File: src/rtl/vt100_line_editor_with_history_assert.svh
// Assertion macros for the line editor.
`ifndef VT100_LINE_EDITOR_WITH_HISTORY_ASSERT_SVH
`define VT100_LINE_EDITOR_WITH_HISTORY_ASSERT_SVH
`ifndef NO_ASSERTIONS
`define VLE_ASSERT(label, clk, rst_n, prop, msg) \
  label: assert property (@(posedge clk) disable iff (!rst_n) prop) else $error(msg);
`define VLE_ASSERT_NR(label, clk, prop, msg) \
  label: assert property (@(posedge clk) prop) else $error(msg);
`else
`define VLE_ASSERT(label, clk, rst_n, prop, msg)
`define VLE_ASSERT_NR(label, clk, prop, msg)
`endif
`endif

File: src/rtl/vle_pkg.sv
// Package with shared types and constants of the line editor.
`timescale 1ns / 1ps
package vle_pkg;
  localparam logic [7:0] CH_ESC = 8'h1b;
  localparam logic [7:0] CH_DEL = 8'h7f;
  localparam logic [7:0] CH_BS  = 8'h08;
  localparam logic [7:0] CH_CR  = 8'h0d;
  localparam logic [7:0] CH_LF  = 8'h0a;
  localparam logic [7:0] CH_HI  = 8'h80;

  localparam logic [1:0] KIND_STATUS = 2'd0;
  localparam logic [1:0] KIND_CHAR   = 2'd1;
  localparam logic [1:0] KIND_END    = 2'd2;

  localparam logic [2:0] OP_HOLD   = 3'd0;
  localparam logic [2:0] OP_INSERT = 3'd1;
  localparam logic [2:0] OP_REMOVE = 3'd2;
  localparam logic [2:0] OP_LOAD   = 3'd3;
  localparam logic [2:0] OP_CLEAR  = 3'd4;
  localparam logic [2:0] OP_SHOUT  = 3'd5;

  typedef struct packed {
    logic [2:0] op;
    logic [7:0] ch;
  } cell_ctl_t;
endpackage

File: src/rtl/vle_cell.sv
// One character cell of the line row, with its history column.
`timescale 1ns / 1ps
module vle_cell #(
  parameter int HIST = 7
) (
  input  logic                  clk,
  input  logic                  rst_n,
  input  vle_pkg::cell_ctl_t    ctl,
  input  logic                  at_ins,
  input  logic                  past_ins,
  input  logic                  past_rem,
  input  logic                  tail,
  input  logic [7:0]            left_ch,
  input  logic [7:0]            right_ch,
  input  logic                  hist_push,
  input  logic                  save,
  input  logic [HIST:0]         load_sel,
  output logic [7:0]            ch,
  output logic [7:0]            newest
);
  import vle_pkg::*;
  logic [7:0] line_r, line_nxt;
  logic [7:0] hist_r [HIST+1];
  logic [7:0] ld;

  always_comb begin
    ld = 8'd0;
    for (int k = 0; k <= HIST; k++) if (load_sel[k]) ld = hist_r[k];
  end

  always_comb begin
    line_nxt = line_r;
    case (ctl.op)
      OP_INSERT: begin
        if (at_ins) line_nxt = ctl.ch;
        else if (past_ins) line_nxt = left_ch;
      end
      OP_REMOVE: begin
        if (tail) line_nxt = 8'd0;
        else if (past_rem) line_nxt = right_ch;
      end
      OP_LOAD: line_nxt = ld;
      OP_CLEAR: line_nxt = 8'd0;
      OP_SHOUT: line_nxt = right_ch;
      default: line_nxt = line_r;
    endcase
  end

  always_ff @(posedge clk) begin
    if (!rst_n) begin
      line_r <= 8'd0;
      for (int k = 0; k <= HIST; k++) hist_r[k] <= 8'd0;
    end else begin
      line_r <= line_nxt;
      if (save) hist_r[0] <= line_r;
      if (hist_push) begin
        hist_r[1] <= line_r;
        for (int k = 2; k <= HIST; k++) hist_r[k] <= hist_r[k-1];
      end
      if (ctl.op == OP_CLEAR) hist_r[0] <= 8'd0;
    end
  end
  assign ch = line_r;
  assign newest = hist_r[1];
endmodule

File: config.mk
export PLATFORM = sky130hd
export DESIGN_NAME = vle_cell
export DESIGN_NICKNAME = d
export VERILOG_FILES = /design/src/rtl/vt100_line_editor_with_history_assert.svh /design/src/rtl/vle_pkg.sv /design/src/rtl/vle_cell.sv
export SDC_FILE = /design/constraint.sdc
export NUM_CORES = 1
export LEC_CHECK = 0
export BUFFER_PORTS_ARGS = -buffer_cell sky130_fd_sc_hd__buf_4
export CORE_ASPECT_RATIO = 1.1
export CORE_UTILIZATION = 51
export CTS_CLUSTER_DIAMETER = 80
export DETAILED_ROUTE_END_ITERATION = 16
export PLACE_DENSITY = 0.76
export SKIP_CTS_REPAIR_TIMING = 1
export SLEW_MARGIN = 0
export SYNTH_ARGS = -nofsm -noshare
export SYNTH_HDL_FRONTEND = slang
export SYNTH_SLANG_ARGS = --single-unit
File: constraint.sdc
create_clock -name clk -period 1.7 [get_ports clk]
set_clock_uncertainty 0.15 [all_clocks]
set_input_delay 0 -clock clk [delete_from_list [all_inputs] [get_ports clk]]
set_output_delay 0 -clock clk [all_outputs]
set_load 0.02 [all_outputs]
== Word-level counts from Yosys, hierarchy flattened ==
Memory sizes are Yosys's and may differ from the RTL's.
Index checks and enable logic that the tools add are counted.
Storage, ports and cells
  bits of input ports: 43
  memories kept: 1
  bits in registers: 8
  memory bits (writable): 64
Memory list
  hist_r: depth 8, width 8, rd ports 8, clocked after Yosys merged registers in 0, wr ports 8, line vle_cell.sv:23  | logic [7:0] hist_r [HIST+1];
Cells by class
  bitwise gates (word level): 9
  muxes and demuxes: 32
  reduce and logical (&&, ||, !) cells: 2
  equality and inequality tests: 7
Operator list (count)
  8-bit two-way mux: 21
  8-bit one-hot mux with 5 select lines: 1
  1-bit two-way mux: 10
  1-bit OR: 9
  3-bit by 2-bit == test with 1-bit output (second input constant): 2
  3-bit == test (second input constant): 2
  3-bit != test (second input constant): 2
  5-bit nonzero test: 1
  3-bit by 1-bit == test with 1-bit output (second input constant): 1
  3-bit AND reduction: 1

== Depth between registers and ports, before layout ==
  depth in word-level cells: 9
  depth in mapped cells: 7

== Worst setup path after synthesis ==
OpenSTA, ideal clock, no wires.
  path type: input port to flip-flop
  from: in hist_push
  to: mem hist_r[1][2] (netlist: hist_r[0][10]) (enable)
  data arrival time: 1.286 ns
  path buffers: 1
  setup slack: -0.139 ns
  stages on the path: 2
  data required time: 1.146 ns
  cell sequence: buf_2 nand2b_1
RTL lines
  from (decl): line vle_cell.sv:15  | input logic hist_push,
  to (decl): line vle_cell.sv:23

== Final worst setup path ==
  from: in left_ch[2]
  to: reg line_r[2] (netlist: ch[2])
On the way
  longest elaborated chain between the ends: 3
RTL lines
  from (decl): line vle_cell.sv:13  | input logic [7:0] left_ch,
  8-bit two-way mux: line vle_cell.sv:36  | else if (past_ins) line_nxt = left_ch;
  8-bit two-way mux: line vle_cell.sv:35  | if (at_ins) line_nxt = ctl.ch;
  8-bit one-hot mux with 5 select lines: line vle_cell.sv:33  | case (ctl.op)
  to (signal assigned): line vle_cell.sv:54  | line_r <= line_nxt;
  to (decl): line vle_cell.sv:22  | logic [7:0] line_r, line_nxt;
No other way between the ends. The select of a mux whose other input is x is not followed.
A chain may end at the register's enable or synchronous reset.

==> impl_results.md <==
* Area leader, netlist: edfxtp_1
* Most frequent cell after synthesis: edfxtp_1
* Top cells by count, synth: edfxtp_1, and3_1, dfxtp_1, nor2b_1
* Static Leak at 1.94 nW
* Filler instances at 534
* Slew Limit Fails at 0
* Gate power share at 0.138
* Syn avg cell area at 11.5 µm²
* Die area at 7740 µm²
* Total number of H-tree levels at 3
* Worst Tran Pin Value at 0.465 ns
* Number of synthesized flops with an enable pin at 48
* Vias per cell at 6.13
* Post-DP Area at 4160 µm²
* 1st-pass router iterations at 4
* CTS root buffer: clkbuf_8
* Hold Fails Final Rpt at 5
* Max-Cap Viols at 0
* Yosys reg bits at 72
* Post-route minimum period at 1.69 ns
* Core Region at 7090 µm²
* RSZ-0062 raised after global routing: no
* WHS Endpoint: ch[0]
* Hold Path Class: input pin to flip-flop
* Clk sinks at 72
* Post-Synth Simple-Gate Area at 0.160
* Synth top area cells: edfxtp_1, dfxtp_1, and3_1
* P per Cell Area at 933 nW/µm²
* Worst-Skew Late Latency at 0.36 ns
* HP Start: ctl[0]
* Nets at 422
* Diodes inserted at 0
* Violated checks: hold timing
* Min-Delay Path Depth at 4
* Async S/R FF share, synth at 0
* Slowest-stage cell, CP: dlygate4sd3_1
* Fraction of the cycle the final worst path needs at 0.993
* Routed Antenna Nets at 0
* Port Buffer Count at 58
* Vias in the first global route at 2726
* Wire per inst at 20.0 µm
* Post-synthesis mux area share at 0.0663
* CP arrival at 1.78 ns
* Worst-path clk slew at 0.08 ns
* CTS max path bufs at 2
* Register area at 1920 µm²
* Post-synth top area share at 0.382
* Largest net degree at the start of global routing at 41
* Row count at 32
* CP Class: input pin to flip-flop
* Area delta synth->final at 19.3%
* Top_reg_cell synth: edfxtp_1
* Chip height at 92.2 µm
* Routed WL at 9400 µm
* Unique masters post-synth at 35
* Final global-route overflow total at 0
* # setup viols final at 0
* Cell Int Power at 0.00308 W
* Xor/xnor share of the synthesized area at 0
* Post-synthesis sequential area ratio at 0.509
* All-Layer GR Usage at 0.256
* Multi-input logic area at 1590 µm²
* CP bufs+invs at 3
* WP data required at 1.79 ns
* Synth Instances at 329
* Compound-cell area share of the yosys netlist at 0.192
* CP endpoint kind: flip-flop
* Status: finished, violations left
* Initial antenna violation count at 0
* Max Freq at 593 MHz
* Die width at 84 µm
* Share of cells above drive strength 1 at 0.281
* Cell Area, Synth at 3770 µm²
* Worst r2r path cells at 4
* Post-route DRC at 0
* Psw at 0.00112 W
* RR Endpoint: ch[1]
* Setup TNS at 0 ns
* Initial DRC Count at 269
* Maximum vdd drop at 0.898 mV
* Cell mode on critical path: dlygate4sd3_1
* Worst R2R Start: hist_r[0][9]
* IO Pins at 59
* Dpl hpwl at 6430 µm
* GP Congestion at 0.822
* Starting Density at 0.532
* R2r setup slk at 0.11 ns
* Post-Synth Adder-Cell Area at 0
* Net count after synthesis at 372
* CP peak stage delay at 0.58 ns
* Crit start category: input pin
* Final instance area at 4500 µm²
* Main combinational cell family by area after synthesis: compound AO/OA/AOI/OAI gates
* Crit-path cells: dlygate4sd3_1 > buf_4 > mux2_2 > dlygate4sd3_1 > o221ai_2 > a21oi_1
* CP max FO at 1
* Crit path max-delay family: buffers and inverters
* Yosys warning count at 0
* Clock share of power at 0.372
* Slew headroom at 0.690
* CTS buffer count at 9
* Sequential Power Share at 0.490
* Min Hold Slack at -0.0369 ns
* TritonCTS clock tree: done
* Detailed-route via count at 2873
* First-pass GRT wire length at 14800 µm
* Switching part of the total at 0.266
how the worst max path moves through the flow:
stage,to,slack [ns],depth (start not counted),start
floorplan,hist_r[0][10],0.31,2,hist_push
global placement,ch[1],0.07,7,load_sel[2]
detailed placement,ch[1],-0.06,7,load_sel[2]
CTS,ch[1],0.03,4,hist_r[0][9]
global route,ch[2],0.003,6,left_ch[2]
finish,ch[2],0.01,6,left_ch[2]
metal layers:
layer	global-route usage	part of all wire
met2	0.401	0.49
met5	0	0
met1	0.340	0.45
met4	0.101	0.016
met3	0.0648	0.045
state kept, by name, summed over array words and instances (netlist names):
signal and count:
hist_r 64, ch 8
cell type report:
cell class / count / area share
sequential: 72 / 0.427
multi-input combinational: 208 / 0.353
timing repair buffer: 77 / 0.137
clock buffer: 9 / 0.0275
tap: 85 / 0.0236
clock inverter: 7 / 0.0225
inverter: 11 / 0.00917
kinds of logic after synthesis:
family | after synthesis
flops | 72
mux | 24
buf+inv | 49
compound gates | 91
simple gates | 93
per-stage QoR:
step | setup WS (ns) | cells | total power, W | util
final | 0.0124 | 469 | 0.00420 | 0.635
after global routing | 0.00310 | 469 | 0.00433 | 0.635
after global placement | 0.0742 | 442 | 0.00263 | 0.587
after detailed placement | -0.0635 | 442 | 0.00264 | 0.587
after CTS | 0.0277 | 458 | 0.00417 | 0.619
after floorplan | 0.308 | 329 | 0.00242 | -
worst min-delay path, stage by stage:
cell      delay (ns)
buf_4           0.08
mux2_2          0.13
o221ai_1        0.11
a21oi_1         0.11
power groups by stage:
stage / Combinational, W / Clock, W / Sequential (W)
2_1_floorplan: 0.000344 / 0 / 0.00208
3_3_place_gp: 0.000536 / 0 / 0.00210
3_5_place_dp: 0.000546 / 0 / 0.00210
4_1_cts: 0.000549 / 0.00156 / 0.00206
5_1_grt: 0.000621 / 0.00164 / 0.00207
6_report: 0.000578 / 0.00156 / 0.00206
layout by cell type (no fill, tap or decap), drive strengths merged:
cell type	Yosys	final
buf	25	66
mux2	8	8
a21o	8	8
nor2	2	2
and3	40	40
o31ai	8	8
dlygate4sd3	0	11
clkbuf	13	9
mux2i	16	16
o22ai	8	8
o221ai	9	9
clkinvlp	0	2
edfxtp	48	48
nor3b	8	8
inv	11	14
a221oi	16	16
nor2b	25	25
or3	1	1
bufinv	0	2
or2	3	3
o2111ai	8	8
and3b	1	1
a21oi	16	16
dfxtp	24	24
nand2b	5	5
o21ai	18	18
and2	8	8
Note: power is estimated with default switching activity, not from simulation.
